`src/rtl/core/rrqs_pkg.sv`:
```
// shared constants, codes and types of the round robin quantum scheduler
package rrqs_pkg;

  localparam int QUEUE_DEPTH_DEF = 16;
  localparam int TIME_BITS_DEF   = 32;

  localparam int ID_W      = 8;
  localparam int BURST_W   = 16;
  localparam int CFG_W     = 8;
  localparam int CFG_IDX_W = 1;
  localparam int WAIT_W    = 32;
  localparam int CNT16_W   = 16;
  localparam int T36_W     = 36;
  localparam int SLICE_W   = 8;
  localparam int OVH_W     = CNT16_W + CFG_W;

  localparam logic [CFG_IDX_W-1:0] REG_TIME_SLICE = 1'b0;
  localparam logic [CFG_IDX_W-1:0] REG_SWITCH_OVH = 1'b1;

  localparam logic [CFG_W-1:0] TIME_SLICE_RST = 8'd4;
  localparam logic [CFG_W-1:0] SWITCH_OVH_RST = 8'd0;

  localparam logic ACT_ARRIVE = 1'b0;
  localparam logic ACT_TICK   = 1'b1;

  localparam logic [T36_W-1:0] T36_MAX = '1;

  typedef enum logic [3:0] {
    ST_IDLE, ST_ARRIVE, ST_SEL, ST_LOAD, ST_AGE_RD, ST_AGE_WR,
    ST_MUL, ST_SUM, ST_FIN, ST_DONE
  } state_t;

  typedef struct packed {
    logic take;
    logic arrive;
    logic sel;
    logic load;
    logic age_rd;
    logic age_wr;
    logic mul;
    logic sum;
    logic fin;
    logic emit;
  } cmd_t;

  typedef struct packed {
    logic pop;
    logic walk_done;
    logic out_busy;
  } sts_t;

  typedef struct packed {
    logic               queue_full;
    logic               busy_res;
    logic [ID_W-1:0]    running_id;
    logic               finished;
    logic [T36_W-1:0]   done_time;
    logic [T36_W-1:0]   first_run_delay;
    logic [WAIT_W-1:0]  waiting_ticks;
    logic [CNT16_W-1:0] switches_seen;
    logic [CNT16_W-1:0] preemptions;
    logic [CNT16_W-1:0] total_switches;
  } res_t;

endpackage

```
`src/rtl/core/rrqs_if.sv`:
```
// channel interfaces: job input, result output and register write
interface rrqs_in_if;
  import rrqs_pkg::*;
  logic               valid;
  logic               ready;
  logic               action;
  logic [ID_W-1:0]    job_id;
  logic [BURST_W-1:0] burst_length;
  modport source(output valid, action, job_id, burst_length, input ready);
  modport sink(input valid, action, job_id, burst_length, output ready);
endinterface

interface rrqs_out_if;
  import rrqs_pkg::*;
  logic               valid;
  logic               ready;
  logic               queue_full;
  logic               busy_res;
  logic [ID_W-1:0]    running_id;
  logic               finished;
  logic [T36_W-1:0]   done_time;
  logic [T36_W-1:0]   first_run_delay;
  logic [WAIT_W-1:0]  waiting_ticks;
  logic [CNT16_W-1:0] switches_seen;
  logic [CNT16_W-1:0] preemptions;
  logic [CNT16_W-1:0] total_switches;
  modport source(output valid, queue_full, busy_res, running_id, finished, done_time,
                 first_run_delay, waiting_ticks, switches_seen, preemptions, total_switches,
                 input ready);
  modport sink(input valid, queue_full, busy_res, running_id, finished, done_time,
               first_run_delay, waiting_ticks, switches_seen, preemptions, total_switches,
               output ready);
endinterface

interface rrqs_cfg_if;
  import rrqs_pkg::*;
  logic                 valid;
  logic                 ready;
  logic [CFG_IDX_W-1:0] index;
  logic [CFG_W-1:0]     data;
  modport source(output valid, index, data, input ready);
  modport sink(input valid, index, data, output ready);
endinterface

```
`src/rtl/core/rrqs_ctrl.sv`:
```
// scheduler sequencer: steps one item through arrive, or through select, aging walk and run
module rrqs_ctrl (
  input  logic           clk,
  input  logic           rst_n,
  input  logic           in_valid,
  input  logic           in_action,
  input  rrqs_pkg::sts_t sts,
  output rrqs_pkg::cmd_t cmd,
  output logic           in_ready
);
  import rrqs_pkg::*;

  state_t state_r, state_nxt;

  always_ff @(posedge clk) begin
    if (!rst_n) state_r <= ST_IDLE;
    else        state_r <= state_nxt;
  end

  always_comb begin
    state_nxt = state_r;
    unique case (state_r)
      ST_IDLE: begin
        if (in_valid) state_nxt = (in_action == ACT_TICK) ? ST_SEL : ST_ARRIVE;
      end
      ST_ARRIVE: state_nxt = ST_DONE;
      ST_SEL:    state_nxt = sts.pop ? ST_LOAD : ST_AGE_RD;
      ST_LOAD:   state_nxt = ST_AGE_RD;
      ST_AGE_RD: state_nxt = sts.walk_done ? ST_MUL : ST_AGE_WR;
      ST_AGE_WR: state_nxt = ST_AGE_RD;
      ST_MUL:    state_nxt = ST_SUM;
      ST_SUM:    state_nxt = ST_FIN;
      ST_FIN:    state_nxt = ST_DONE;
      ST_DONE: begin
        if (!sts.out_busy) state_nxt = ST_IDLE;
      end
      default:   state_nxt = ST_IDLE;
    endcase
  end

  always_comb begin
    cmd      = '0;
    in_ready = 1'b0;
    unique case (state_r)
      ST_IDLE: begin
        in_ready = 1'b1;
        cmd.take = in_valid;
      end
      ST_ARRIVE: cmd.arrive = 1'b1;
      ST_SEL:    cmd.sel    = 1'b1;
      ST_LOAD:   cmd.load   = 1'b1;
      ST_AGE_RD: cmd.age_rd = !sts.walk_done;
      ST_AGE_WR: cmd.age_wr = 1'b1;
      ST_MUL:    cmd.mul    = 1'b1;
      ST_SUM:    cmd.sum    = 1'b1;
      ST_FIN:    cmd.fin    = 1'b1;
      ST_DONE:   cmd.emit   = !sts.out_busy;
      default:   cmd        = '0;
    endcase
  end

endmodule

```
`src/rtl/core/rrqs_datapath.sv`:
```
// scheduler datapath: ready queue memory, running job, counters and result register
module rrqs_datapath #(
  parameter int QUEUE_DEPTH = rrqs_pkg::QUEUE_DEPTH_DEF,
  parameter int TIME_BITS   = rrqs_pkg::TIME_BITS_DEF
) (
  input  logic                           clk,
  input  logic                           rst_n,
  input  rrqs_pkg::cmd_t                 cmd,
  output rrqs_pkg::sts_t                 sts,
  input  logic [rrqs_pkg::ID_W-1:0]      in_job_id,
  input  logic [rrqs_pkg::BURST_W-1:0]   in_burst_length,
  input  logic                           cfg_we,
  input  logic [rrqs_pkg::CFG_IDX_W-1:0] cfg_index,
  input  logic [rrqs_pkg::CFG_W-1:0]     cfg_data,
  input  logic                           out_ready,
  output logic                           out_valid,
  output rrqs_pkg::res_t                 out_res
);
  import rrqs_pkg::*;

  localparam int IDX_W = $clog2(QUEUE_DEPTH);
  localparam int CNT_W = $clog2(QUEUE_DEPTH + 1);
  localparam int SW    = ((TIME_BITS + 4 > T36_W) ? TIME_BITS + 4 : T36_W) + 1;
  localparam logic [CNT_W-1:0] DEPTH_C  = CNT_W'(QUEUE_DEPTH);
  localparam logic [CNT_W:0]   DEPTH_C1 = (CNT_W + 1)'(QUEUE_DEPTH);
  localparam logic [IDX_W-1:0] LAST_IDX = IDX_W'(QUEUE_DEPTH - 1);

  typedef struct packed {
    logic [ID_W-1:0]      id;
    logic [BURST_W-1:0]   remaining;
    logic [TIME_BITS-1:0] arrival;
    logic [WAIT_W-1:0]    waiting;
    logic [T36_W-1:0]     response;
    logic                 response_set;
    logic [CNT16_W-1:0]   switches;
    logic [CNT16_W-1:0]   preempts;
  } job_t;

  job_t mem [QUEUE_DEPTH];
  job_t rd_q;

  logic [CFG_W-1:0]     ts_r, ovh_cfg_r;
  logic [ID_W-1:0]      id_in_r;
  logic [BURST_W-1:0]   burst_in_r;
  logic [IDX_W-1:0]     head_r, walk_ptr_r;
  logic [CNT_W-1:0]     count_r, walk_k_r;
  logic                 active_r, dispatch_r, rotate_r;
  logic [TIME_BITS-1:0] tick_r;
  logic [SLICE_W-1:0]   slice_r;
  logic [CNT16_W-1:0]   swtot_r;
  job_t                 cur_r;
  logic [OVH_W-1:0]     ovhp_r;
  logic [SW-1:0]        start_r;
  res_t                 res_r, out_r;
  logic                 out_valid_r;

  logic                 full, pop;
  logic [CNT_W:0]       tail_sum, tail_wrap;
  logic [IDX_W-1:0]     tail_idx, head_inc, walk_inc;
  logic                 mem_we, mem_re;
  logic [IDX_W-1:0]     mem_wa, mem_ra;
  job_t                 mem_wd, new_job, cur_nxt;
  res_t                 res_nxt;
  logic [SW-1:0]        arr16, resp_raw;
  logic [T36_W-1:0]     resp_val;

  function automatic logic [T36_W-1:0] sat36(input logic [SW-1:0] v);
    return (v > SW'(T36_MAX)) ? T36_MAX : v[T36_W-1:0];
  endfunction

  function automatic logic [CNT16_W-1:0] sat16(input logic [CNT16_W-1:0] v);
    return (&v) ? v : v + 1'b1;
  endfunction

  assign full      = (count_r == DEPTH_C);
  assign pop       = (count_r != '0) && (!active_r || (slice_r >= ts_r));
  assign tail_sum  = {1'b0, count_r} + (CNT_W + 1)'(head_r);
  assign tail_wrap = (tail_sum >= DEPTH_C1) ? tail_sum - DEPTH_C1 : tail_sum;
  assign tail_idx  = tail_wrap[IDX_W-1:0];
  assign head_inc  = (head_r == LAST_IDX) ? '0 : head_r + 1'b1;
  assign walk_inc  = (walk_ptr_r == LAST_IDX) ? '0 : walk_ptr_r + 1'b1;

  assign sts.pop       = pop;
  assign sts.walk_done = (walk_k_r == count_r);
  assign sts.out_busy  = out_valid_r && !out_ready;

  always_comb begin
    new_job           = '0;
    new_job.id        = id_in_r;
    new_job.remaining = (burst_in_r == '0) ? BURST_W'(1) : burst_in_r;
    new_job.arrival   = tick_r;
  end

  // one write port: arrival, rotated job at the tail, or an aged entry
  always_comb begin
    mem_we = (cmd.arrive && !full) || (cmd.load && rotate_r) || cmd.age_wr;
    mem_wa = cmd.age_wr ? walk_ptr_r : tail_idx;
    mem_wd = new_job;
    if (cmd.load) begin
      mem_wd          = cur_r;
      mem_wd.preempts = sat16(cur_r.preempts);
    end else if (cmd.age_wr) begin
      mem_wd         = rd_q;
      mem_wd.waiting = (&rd_q.waiting) ? rd_q.waiting : rd_q.waiting + 1'b1;
      if (rotate_r) mem_wd.switches = sat16(rd_q.switches);
    end
    mem_re = cmd.sel || cmd.age_rd;
    mem_ra = cmd.sel ? head_r : walk_ptr_r;
  end

  always_ff @(posedge clk) begin
    if (mem_we) mem[mem_wa] <= mem_wd;
  end

  always_ff @(posedge clk) begin
    if (mem_re) rd_q <= mem[mem_ra];
  end

  always_comb begin
    arr16    = SW'({cur_r.arrival, 4'b0000});
    resp_raw = start_r - arr16;
    if (cur_r.response_set) resp_val = cur_r.response;
    else if (start_r >= arr16) resp_val = sat36(resp_raw);
    else resp_val = '0;
  end

  always_comb begin
    cur_nxt = cur_r;
    if (cmd.load) begin
      cur_nxt = rd_q;
      if (rotate_r) cur_nxt.switches = sat16(rd_q.switches);
    end else if (cmd.fin && active_r) begin
      cur_nxt.response     = resp_val;
      cur_nxt.response_set = 1'b1;
      cur_nxt.remaining    = cur_r.remaining - 1'b1;
    end
  end

  always_comb begin
    res_nxt                = '0;
    res_nxt.total_switches = swtot_r;
    if (cmd.arrive) begin
      res_nxt.queue_full = full;
    end else if (active_r) begin
      res_nxt.busy_res   = 1'b1;
      res_nxt.running_id = cur_r.id;
      if (cur_r.remaining == BURST_W'(1)) begin
        res_nxt.finished        = 1'b1;
        res_nxt.done_time       = sat36(start_r + SW'(16));
        res_nxt.first_run_delay = resp_val;
        res_nxt.waiting_ticks   = cur_r.waiting;
        res_nxt.switches_seen   = cur_r.switches;
        res_nxt.preemptions     = cur_r.preempts;
      end
    end
  end

  always_ff @(posedge clk) begin
    if (!rst_n) begin
      ts_r      <= TIME_SLICE_RST;
      ovh_cfg_r <= SWITCH_OVH_RST;
    end else if (cfg_we) begin
      unique case (cfg_index)
        REG_TIME_SLICE: ts_r      <= cfg_data;
        REG_SWITCH_OVH: ovh_cfg_r <= cfg_data;
        default: ;
      endcase
    end
  end

  always_ff @(posedge clk) begin
    if (!rst_n) begin
      head_r      <= '0;
      count_r     <= '0;
      active_r    <= 1'b0;
      tick_r      <= '0;
      slice_r     <= '0;
      swtot_r     <= '0;
      dispatch_r  <= 1'b0;
      rotate_r    <= 1'b0;
      walk_ptr_r  <= '0;
      walk_k_r    <= '0;
      out_valid_r <= 1'b0;
    end else begin
      if (cmd.arrive && !full) count_r <= count_r + 1'b1;
      if (cmd.sel) begin
        dispatch_r <= pop && !active_r;
        rotate_r   <= pop && active_r;
        walk_ptr_r <= head_r;
        walk_k_r   <= '0;
      end
      if (cmd.load) begin
        head_r     <= head_inc;
        walk_ptr_r <= head_inc;
        slice_r    <= '0;
        if (dispatch_r) begin
          count_r  <= count_r - 1'b1;
          active_r <= 1'b1;
        end
        if (rotate_r) swtot_r <= sat16(swtot_r);
      end
      if (cmd.age_wr) begin
        walk_ptr_r <= walk_inc;
        walk_k_r   <= walk_k_r + 1'b1;
      end
      if (cmd.fin) begin
        tick_r <= tick_r + 1'b1;
        if (!(&slice_r)) slice_r <= slice_r + 1'b1;
        if (active_r && (cur_r.remaining == BURST_W'(1))) active_r <= 1'b0;
      end
      if (cmd.emit) out_valid_r <= 1'b1;
      else if (out_ready) out_valid_r <= 1'b0;
    end
  end

  // payload registers
  always_ff @(posedge clk) begin
    if (cmd.take) begin
      id_in_r    <= in_job_id;
      burst_in_r <= in_burst_length;
    end
    cur_r <= cur_nxt;
    if (cmd.mul) ovhp_r <= OVH_W'(swtot_r) * OVH_W'(ovh_cfg_r);
    if (cmd.sum) start_r <= SW'({tick_r, 4'b0000}) + SW'(ovhp_r);
    if (cmd.arrive || cmd.fin) res_r <= res_nxt;
    if (cmd.emit) out_r <= res_r;
  end

  assign out_valid = out_valid_r;
  assign out_res   = out_r;

endmodule

```
`src/rtl/core/round_robin_quantum_scheduler_core.sv`:
```
// round robin quantum scheduler top level
//
//   port    dir  role
//   in_ch   in   job items: arrive a job or advance one tick
//   out_ch  out  one result per item
//   cfg_ch  in   register writes: time_slice, switch_overhead
//
// an arrive passes the arrive state and the result register on to the output
// register; a tick passes select, a load when a job is dispatched or rotated,
// the aging walk that reads and rewrites one queued entry at a time, then mul, sum and fin.
// the next input transfer can come in the cycle after the result is loaded.
// reset is synchronous and clears all control state; the queue needs no clear.
// a result waits in the output register while the next item is taken; only
// the write of a further result stalls until that register frees.
module round_robin_quantum_scheduler_core #(
  parameter int QUEUE_DEPTH = rrqs_pkg::QUEUE_DEPTH_DEF,
  parameter int TIME_BITS   = rrqs_pkg::TIME_BITS_DEF
) (
  input logic         clk,
  input logic         rst_n,
  rrqs_in_if.sink     in_ch,
  rrqs_out_if.source  out_ch,
  rrqs_cfg_if.sink    cfg_ch
);
  import rrqs_pkg::*;

  cmd_t cmd;
  sts_t sts;
  res_t res;

  assign cfg_ch.ready = 1'b1;

  rrqs_ctrl u_ctrl (
    .clk      (clk),
    .rst_n    (rst_n),
    .in_valid (in_ch.valid),
    .in_action(in_ch.action),
    .sts      (sts),
    .cmd      (cmd),
    .in_ready (in_ch.ready)
  );

  rrqs_datapath #(
    .QUEUE_DEPTH(QUEUE_DEPTH),
    .TIME_BITS  (TIME_BITS)
  ) u_dp (
    .clk            (clk),
    .rst_n          (rst_n),
    .cmd            (cmd),
    .sts            (sts),
    .in_job_id      (in_ch.job_id),
    .in_burst_length(in_ch.burst_length),
    .cfg_we         (cfg_ch.valid),
    .cfg_index      (cfg_ch.index),
    .cfg_data       (cfg_ch.data),
    .out_ready      (out_ch.ready),
    .out_valid      (out_ch.valid),
    .out_res        (res)
  );

  assign out_ch.queue_full      = res.queue_full;
  assign out_ch.busy_res        = res.busy_res;
  assign out_ch.running_id      = res.running_id;
  assign out_ch.finished        = res.finished;
  assign out_ch.done_time       = res.done_time;
  assign out_ch.first_run_delay = res.first_run_delay;
  assign out_ch.waiting_ticks   = res.waiting_ticks;
  assign out_ch.switches_seen   = res.switches_seen;
  assign out_ch.preemptions     = res.preemptions;
  assign out_ch.total_switches  = res.total_switches;

endmodule

```
`src/flat_wrapper.sv`:
```
// flat-port wrapper written by rule: the top's interface ports become plain ports
module round_robin_quantum_scheduler_core_flat import rrqs_pkg::*;
#(
  parameter int QUEUE_DEPTH = rrqs_pkg::QUEUE_DEPTH_DEF,
  parameter int TIME_BITS   = rrqs_pkg::TIME_BITS_DEF
)
  (clk, rst_n, in_ch_valid, in_ch_action, in_ch_job_id, in_ch_burst_length, in_ch_ready, out_ch_valid, out_ch_queue_full, out_ch_busy_res, out_ch_running_id, out_ch_finished, out_ch_done_time, out_ch_first_run_delay, out_ch_waiting_ticks, out_ch_switches_seen, out_ch_preemptions, out_ch_total_switches, out_ch_ready, cfg_ch_valid, cfg_ch_index, cfg_ch_data, cfg_ch_ready);
  rrqs_in_if in_ch_i ();
  rrqs_out_if out_ch_i ();
  rrqs_cfg_if cfg_ch_i ();
  input logic clk;
  input logic rst_n;
  input wire logic [$bits(in_ch_i.valid)-1:0] in_ch_valid;
  input wire logic [$bits(in_ch_i.action)-1:0] in_ch_action;
  input wire logic [$bits(in_ch_i.job_id)-1:0] in_ch_job_id;
  input wire logic [$bits(in_ch_i.burst_length)-1:0] in_ch_burst_length;
  output wire logic [$bits(in_ch_i.ready)-1:0] in_ch_ready;
  output wire logic [$bits(out_ch_i.valid)-1:0] out_ch_valid;
  output wire logic [$bits(out_ch_i.queue_full)-1:0] out_ch_queue_full;
  output wire logic [$bits(out_ch_i.busy_res)-1:0] out_ch_busy_res;
  output wire logic [$bits(out_ch_i.running_id)-1:0] out_ch_running_id;
  output wire logic [$bits(out_ch_i.finished)-1:0] out_ch_finished;
  output wire logic [$bits(out_ch_i.done_time)-1:0] out_ch_done_time;
  output wire logic [$bits(out_ch_i.first_run_delay)-1:0] out_ch_first_run_delay;
  output wire logic [$bits(out_ch_i.waiting_ticks)-1:0] out_ch_waiting_ticks;
  output wire logic [$bits(out_ch_i.switches_seen)-1:0] out_ch_switches_seen;
  output wire logic [$bits(out_ch_i.preemptions)-1:0] out_ch_preemptions;
  output wire logic [$bits(out_ch_i.total_switches)-1:0] out_ch_total_switches;
  input wire logic [$bits(out_ch_i.ready)-1:0] out_ch_ready;
  input wire logic [$bits(cfg_ch_i.valid)-1:0] cfg_ch_valid;
  input wire logic [$bits(cfg_ch_i.index)-1:0] cfg_ch_index;
  input wire logic [$bits(cfg_ch_i.data)-1:0] cfg_ch_data;
  output wire logic [$bits(cfg_ch_i.ready)-1:0] cfg_ch_ready;
  assign in_ch_i.valid = in_ch_valid;
  assign in_ch_i.action = in_ch_action;
  assign in_ch_i.job_id = in_ch_job_id;
  assign in_ch_i.burst_length = in_ch_burst_length;
  assign in_ch_ready = in_ch_i.ready;
  assign out_ch_valid = out_ch_i.valid;
  assign out_ch_queue_full = out_ch_i.queue_full;
  assign out_ch_busy_res = out_ch_i.busy_res;
  assign out_ch_running_id = out_ch_i.running_id;
  assign out_ch_finished = out_ch_i.finished;
  assign out_ch_done_time = out_ch_i.done_time;
  assign out_ch_first_run_delay = out_ch_i.first_run_delay;
  assign out_ch_waiting_ticks = out_ch_i.waiting_ticks;
  assign out_ch_switches_seen = out_ch_i.switches_seen;
  assign out_ch_preemptions = out_ch_i.preemptions;
  assign out_ch_total_switches = out_ch_i.total_switches;
  assign out_ch_i.ready = out_ch_ready;
  assign cfg_ch_i.valid = cfg_ch_valid;
  assign cfg_ch_i.index = cfg_ch_index;
  assign cfg_ch_i.data = cfg_ch_data;
  assign cfg_ch_ready = cfg_ch_i.ready;
  round_robin_quantum_scheduler_core #(.QUEUE_DEPTH(QUEUE_DEPTH), .TIME_BITS(TIME_BITS)) u_core (.clk(clk), .rst_n(rst_n), .in_ch(in_ch_i), .out_ch(out_ch_i), .cfg_ch(cfg_ch_i));
endmodule
```
`config.mk`:
```
export PLATFORM = sky130hd
export DESIGN_NAME = round_robin_quantum_scheduler_core_flat
export DESIGN_NICKNAME = d
export VERILOG_FILES = /design/src/rtl/core/rrqs_pkg.sv /design/src/rtl/core/rrqs_if.sv /design/src/rtl/core/rrqs_ctrl.sv /design/src/rtl/core/rrqs_datapath.sv /design/src/rtl/core/round_robin_quantum_scheduler_core.sv /design/src/flat_wrapper.sv
export SDC_FILE = /design/constraint.sdc
export NUM_CORES = 2
export LEC_CHECK = 0
export ABC_AREA = 1
export BUFFER_PORTS_ARGS = -buffer_cell sky130_fd_sc_hd__buf_2
export CORE_MARGIN = 2
export CORE_UTILIZATION = 30
export CTS_BUF_LIST = sky130_fd_sc_hd__clkbuf_8
export CTS_CLUSTER_DIAMETER = 80
export DETAILED_ROUTE_END_ITERATION = 8
export GPL_ROUTABILITY_DRIVEN = 0
export PLACE_DENSITY = 0.48
export SLEW_MARGIN = 20
export SYNTH_ARGS = -nofsm -noshare
export SYNTH_HDL_FRONTEND = slang
export SYNTH_SLANG_ARGS = --single-unit
```
`constraint.sdc`:
```
create_clock -name clk -period 19.67 [get_ports clk]
set_input_delay 3.934 -clock clk [delete_from_list [all_inputs] [get_ports clk]]
set_output_delay 3.934 -clock clk [all_outputs]
set_load 0.02 [all_outputs]
```
==> impl_metrics.xml <==
<?xml version="1.0" encoding="UTF-8"?>
<metrics>
  <group name="synth">
    <metric name="avgSynthCellArea" unit="µm²">12.5</metric>
    <metric name="synthesized_area" unit="µm²">138000</metric>
    <metric name="synthTopCellsByCount" unit="">3,237 x sky130_fd_sc_hd__edfxtp_1, 1,856 x sky130_fd_sc_hd__nor2_1, 1,453 x sky130_fd_sc_hd__o21ai_0</metric>
    <metric name="yosys.area.top_type_share" unit="%">70.5</metric>
    <metric name="syn-num-nets" unit="">11300</metric>
    <metric name="synth_cell_types" unit="">56</metric>
    <metric name="number_of_flops_mapped_to_enable_cells_by_yosys" unit="">3237</metric>
    <metric name="yosysWarnings" unit="">0</metric>
    <metric name="post_synth_inst_count" unit="">11100</metric>
    <metric name="library_cell_with_the_largest_summed_area_after_synthesis" unit="">sky130_fd_sc_hd__edfxtp_1</metric>
    <metric name="post_synthesis_async_set_or_reset_flop_share" unit="%">0</metric>
    <metric name="yosys.cell_count.top_type" unit="">sky130_fd_sc_hd__edfxtp_1</metric>
    <metric name="yosysSeqAreaShare" unit="%">71.9</metric>
    <metric name="postSynth.topFlopCell" unit="">sky130_fd_sc_hd__edfxtp_1</metric>
    <metric name="netlist_top_cells_area" unit="">sky130_fd_sc_hd__edfxtp_1 70%, sky130_fd_sc_hd__o21ai_0 5.3%, sky130_fd_sc_hd__nor2_1 5.0%</metric>
    <metric name="synth-seq-cells" unit="">3335</metric>
  </group>
  <group name="sta">
    <metric name="setup_total_negative_slack" unit="ns">0</metric>
    <metric name="timing_hold_violations_final" unit="">0</metric>
    <metric name="post-route-min-period" unit="ns">6.68</metric>
    <metric name="setup_repair_after_global_routing_missed_its_margin" unit="">no</metric>
    <metric name="finalClockSkew" unit="ns">0.0780</metric>
    <metric name="tightest_slew" unit="ns">1.18</metric>
    <metric name="clock.fmax" unit="MHz">150</metric>
    <metric name="timing.final.setup_violations" unit="">0</metric>
    <metric name="maxSlewViolCount" unit="">0</metric>
    <metric name="timing.max_slew.rel_slack" unit="%">21.4</metric>
    <metric name="period_share" unit="%">34.0</metric>
  </group>
  <group name="floorplanning">
    <metric name="io_pins" unit="">205</metric>
    <metric name="rows" unit="">249</metric>
    <metric name="floorplan.die.height" unit="µm">682</metric>
    <metric name="initial_core_util" unit="%">30.1</metric>
    <metric name="coreArea" unit="µm²">459000</metric>
    <metric name="die_width" unit="µm">682</metric>
    <metric name="fp.dieArea" unit="µm²">465000</metric>
  </group>
  <group name="final_layout">
    <metric name="final_core_utilization" unit="%">34.1</metric>
    <metric name="drive_above_1_share" unit="%">10.2</metric>
    <metric name="final_nets" unit="">11700</metric>
    <metric name="layout_fillers" unit="">45400</metric>
    <metric name="multi_input_comb_area" unit="µm²">34100</metric>
    <metric name="seq_area" unit="µm²">99200</metric>
    <metric name="flow.area_growth_from_synthesis" unit="%">13.5</metric>
  </group>
  <group name="placement">
    <metric name="io_buffers" unit="">203</metric>
    <metric name="dp_hpwl" unit="mm">225</metric>
  </group>
  <group name="worst_setup_path">
    <metric name="cp.required" unit="ns">15.74</metric>
    <metric name="timing.critical_path.from_type" unit="">flop</metric>
    <metric name="worst_path_max_delay_cell" unit="">sky130_fd_sc_hd__nor2_1</metric>
    <metric name="path_cells" unit="">nor2_1 &gt; inv_1 &gt; nor2_1 &gt; buf_2</metric>
    <metric name="end_kind" unit="">primary output</metric>
    <metric name="worst-path-buf-inv" unit="">2</metric>
    <metric name="critical_path.max_stage_delay" unit="ns">0.61</metric>
    <metric name="cp_common_cell" unit="">sky130_fd_sc_hd__nor2_1</metric>
    <metric name="crit_arrival" unit="ns">2.75</metric>
    <metric name="crit_fanout" unit="">4</metric>
    <metric name="worst_path_dominant_cell_family" unit="">simple AND/OR/NAND/NOR gates</metric>
    <metric name="criticalPathCategory" unit="">reg2out</metric>
  </group>
  <group name="power">
    <metric name="sequentialPowerShare" unit="%">44.9</metric>
    <metric name="power_density" unit="nW/µm²">130</metric>
    <metric name="power.leakage" unit="µW">0.0525</metric>
    <metric name="p_int" unit="µW">13300</metric>
    <metric name="combinationalPowerShare" unit="%">26.4</metric>
    <metric name="vdd_drop_max" unit="mV">0.210</metric>
    <metric name="netSwitchingPower" unit="µW">7090</metric>
    <metric name="sw_frac_of_total" unit="%">34.8</metric>
    <metric name="clock_power_share" unit="%">28.7</metric>
  </group>
  <group name="routing">
    <metric name="routed_wl_per_cell" unit="µm">23.4</metric>
    <metric name="drt_first_iter_violations" unit="">8115</metric>
    <metric name="via_per_inst" unit="">5.01</metric>
    <metric name="drt_first_pass_iters" unit="">8</metric>
    <metric name="route.antenna.remaining_nets" unit="">0</metric>
    <metric name="drcViolationCount" unit="">0</metric>
    <metric name="routed_wl" unit="mm">423</metric>
    <metric name="count_of_vias_placed_by_the_detailed_router" unit="">90400</metric>
  </group>
  <group name="status">
    <metric name="run_status" unit="">completed</metric>
  </group>
  <group name="clocking">
    <metric name="insertion_delay" unit="ns">1.21</metric>
    <metric name="tritoncts" unit="">yes</metric>
    <metric name="postCtsSetupBuffers" unit="">0</metric>
    <metric name="cts-hold-fix-buffers" unit="">0</metric>
    <metric name="numCtsBuffers" unit="">581</metric>
    <metric name="clk_pin_slew_worst_paths" unit="ns">0.06</metric>
    <metric name="buffers_from_clock_root_to_sink_at_most" unit="">4</metric>
    <metric name="clockRootBuffer" unit="">sky130_fd_sc_hd__clkbuf_8</metric>
    <metric name="post_cts_resize_count" unit="">0</metric>
    <metric name="cts-htree-levels" unit="">6</metric>
    <metric name="cts.sinks" unit="">3335</metric>
  </group>
  <group name="grt">
    <metric name="largest_net_degree_at_the_start_of_global_routing" unit="">228</metric>
    <metric name="gr-usage-all-layers" unit="%">17.6</metric>
    <metric name="antenna_violations_before_repair" unit="">11</metric>
    <metric name="grt_overflow" unit="">0</metric>
    <metric name="wire_length_of_the_first_global_routing_pass" unit="mm">614</metric>
    <metric name="number_of_global_route_vias_before_repair" unit="">88800</metric>
  </group>
  <group name="flow_run">
    <metric name="maxCapViolations" unit="">0</metric>
  </group>
  <group name="worst_hold_path">
    <metric name="worstHoldPathType" unit="">reg2reg</metric>
  </group>
</metrics>
cells by family (layout without fill, tap and decap cells):
| logic type | after synthesis | in the layout | share of synthesized area (%) |
|---|---|---|---|
| and+or+nand+nor | 3228 | 3228 | 9.20 |
| DFF | 3335 | 3335 | 71.9 |
| adders and majority gates | 209 | 209 | 2.37 |
| xor gates and xnor gates | 140 | 140 | 0.889 |
| buffers and inverters | 1220 | 2035 | 3.61 |
| muxes | 1 | 1 | 0.00726 |
| AOI/OAI and AO/OA | 2937 | 2937 | 12.0 |
| other | 1 | 19 | 0.00272 |
stage by stage:
stage                     hold WS (ns)  area [µm²]  power (µW)  setup slack, ns  std cells
final                            0.383      157000       20400            12.99      18100
after global routing             0.388      157000       21500            12.73      18000
after CTS                        0.381      156000       20600            12.92      18000
after detailed placement         0.405      146000       14700            12.71      17000
after global placement           0.404      146000       14700            12.77      17000
after floorplan                  0.400      138000       12800             6.16      11100
placed cells by master (no fill, tap or decap), types with 10 or more instances in the layout:
cell,count
sky130_fd_sc_hd__inv_6,15
sky130_fd_sc_hd__ha_1,122
sky130_fd_sc_hd__diode_2,18
sky130_fd_sc_hd__o22ai_1,618
sky130_fd_sc_hd__nor2_1,1837
sky130_fd_sc_hd__nand3_1,159
sky130_fd_sc_hd__buf_2,206
sky130_fd_sc_hd__fa_1,87
sky130_fd_sc_hd__o21ai_1,296
sky130_fd_sc_hd__o221ai_1,175
sky130_fd_sc_hd__buf_4,219
sky130_fd_sc_hd__o211ai_1,39
sky130_fd_sc_hd__nor2_4,20
sky130_fd_sc_hd__nand2_1,1044
sky130_fd_sc_hd__clkinv_1,138
sky130_fd_sc_hd__xor2_1,96
sky130_fd_sc_hd__inv_1,750
sky130_fd_sc_hd__o21bai_1,17
sky130_fd_sc_hd__clkinvlp_4,22
sky130_fd_sc_hd__dfxtp_1,98
sky130_fd_sc_hd__a31oi_1,13
sky130_fd_sc_hd__o21ai_0,1442
sky130_fd_sc_hd__clkbuf_8,596
sky130_fd_sc_hd__a22o_1,36
sky130_fd_sc_hd__nor3_1,56
sky130_fd_sc_hd__bufinv_16,10
sky130_fd_sc_hd__nand4_1,40
sky130_fd_sc_hd__buf_12,13
sky130_fd_sc_hd__nor4_1,29
sky130_fd_sc_hd__clkinv_2,41
sky130_fd_sc_hd__a21oi_1,236
sky130_fd_sc_hd__edfxtp_1,3237
sky130_fd_sc_hd__xnor2_1,44
sky130_fd_sc_hd__inv_8,10
worst paths after layout:
check                                        start  slack [ns]                           endpoint  cells after the start
max          u_core.u_ctrl.state_r[3]$_SDFFE_PN0P_       12.99                        in_ch_ready                      4
min                 u_core.u_dp.res_r[3]$_DFFE_PP_        0.38   u_core.u_dp.out_res[3]$_DFFE_PP_                      0
max reg2reg  u_core.u_ctrl.state_r[0]$_SDFFE_PN0P_       13.07  u_core.u_dp.mem[12][70]$_DFFE_PP_                     12
min reg2reg         u_core.u_dp.res_r[3]$_DFFE_PP_        0.38   u_core.u_dp.out_res[3]$_DFFE_PP_                      0
worst reg2reg max path, stage by stage, from the launching register on:
cell                      delay (ns)
sky130_fd_sc_hd__dfxtp_1        0.39
sky130_fd_sc_hd__inv_1          0.11
sky130_fd_sc_hd__nor2_1         0.30
sky130_fd_sc_hd__nand2_4        0.54
sky130_fd_sc_hd__inv_8          0.92
sky130_fd_sc_hd__or2_2          0.24
sky130_fd_sc_hd__o21ai_0        0.15
sky130_fd_sc_hd__inv_1          0.13
sky130_fd_sc_hd__nand3_1        0.33
sky130_fd_sc_hd__nor2_4         0.75
sky130_fd_sc_hd__buf_4          0.76
sky130_fd_sc_hd__buf_4          0.91
sky130_fd_sc_hd__buf_4          0.66
power by group through the flow:
stage / Clock (µW) / Combinational [µW] / Sequential (µW)
final: 5860 / 5380 / 9150
after detailed placement: 0 / 5410 / 9300
after global routing: 6320 / 5950 / 9190
after global placement: 0 / 5390 / 9300
after CTS: 6030 / 5420 / 9160
after floorplan: 0 / 3510 / 9290
layout make-up:
| class | count | area share, % |
|---|---|---|
| clock inverter | 427 | 1.40 |
| multi-input combinational | 6516 | 21.8 |
| antenna | 18 | 0.0288 |
| inverter | 571 | 1.41 |
| sequential | 3335 | 63.3 |
| tap | 6149 | 4.91 |
| timing repair buffer | 441 | 1.89 |
| clock buffer | 596 | 5.24 |
sequential cells by signal, indices dropped and copies added (netlist names), 16 cells and up:
signal,cells
u_core.u_dp.out_res,163
u_core.u_dp.swtot_r,16
u_core.u_dp.start_r,37
u_core.u_dp.arr16,32
u_core.u_dp.tick_r,32
u_core.u_dp.ovhp_r,24
u_core.u_dp.res_r,163
u_core.u_dp.rd_q,157
u_core.u_dp.burst_in_r,16
u_core.u_dp.mem,2512
u_core.u_dp.cur_r,125
per-layer routing:
metal  global-route usage [%]  share of wire, %
met5                        0            0.0031
met4                     5.03               2.6
met3                     2.33               5.3
met2                     28.4                46
met1                     24.7                46
No activity file was read; power rests on OpenSTA's default activity.
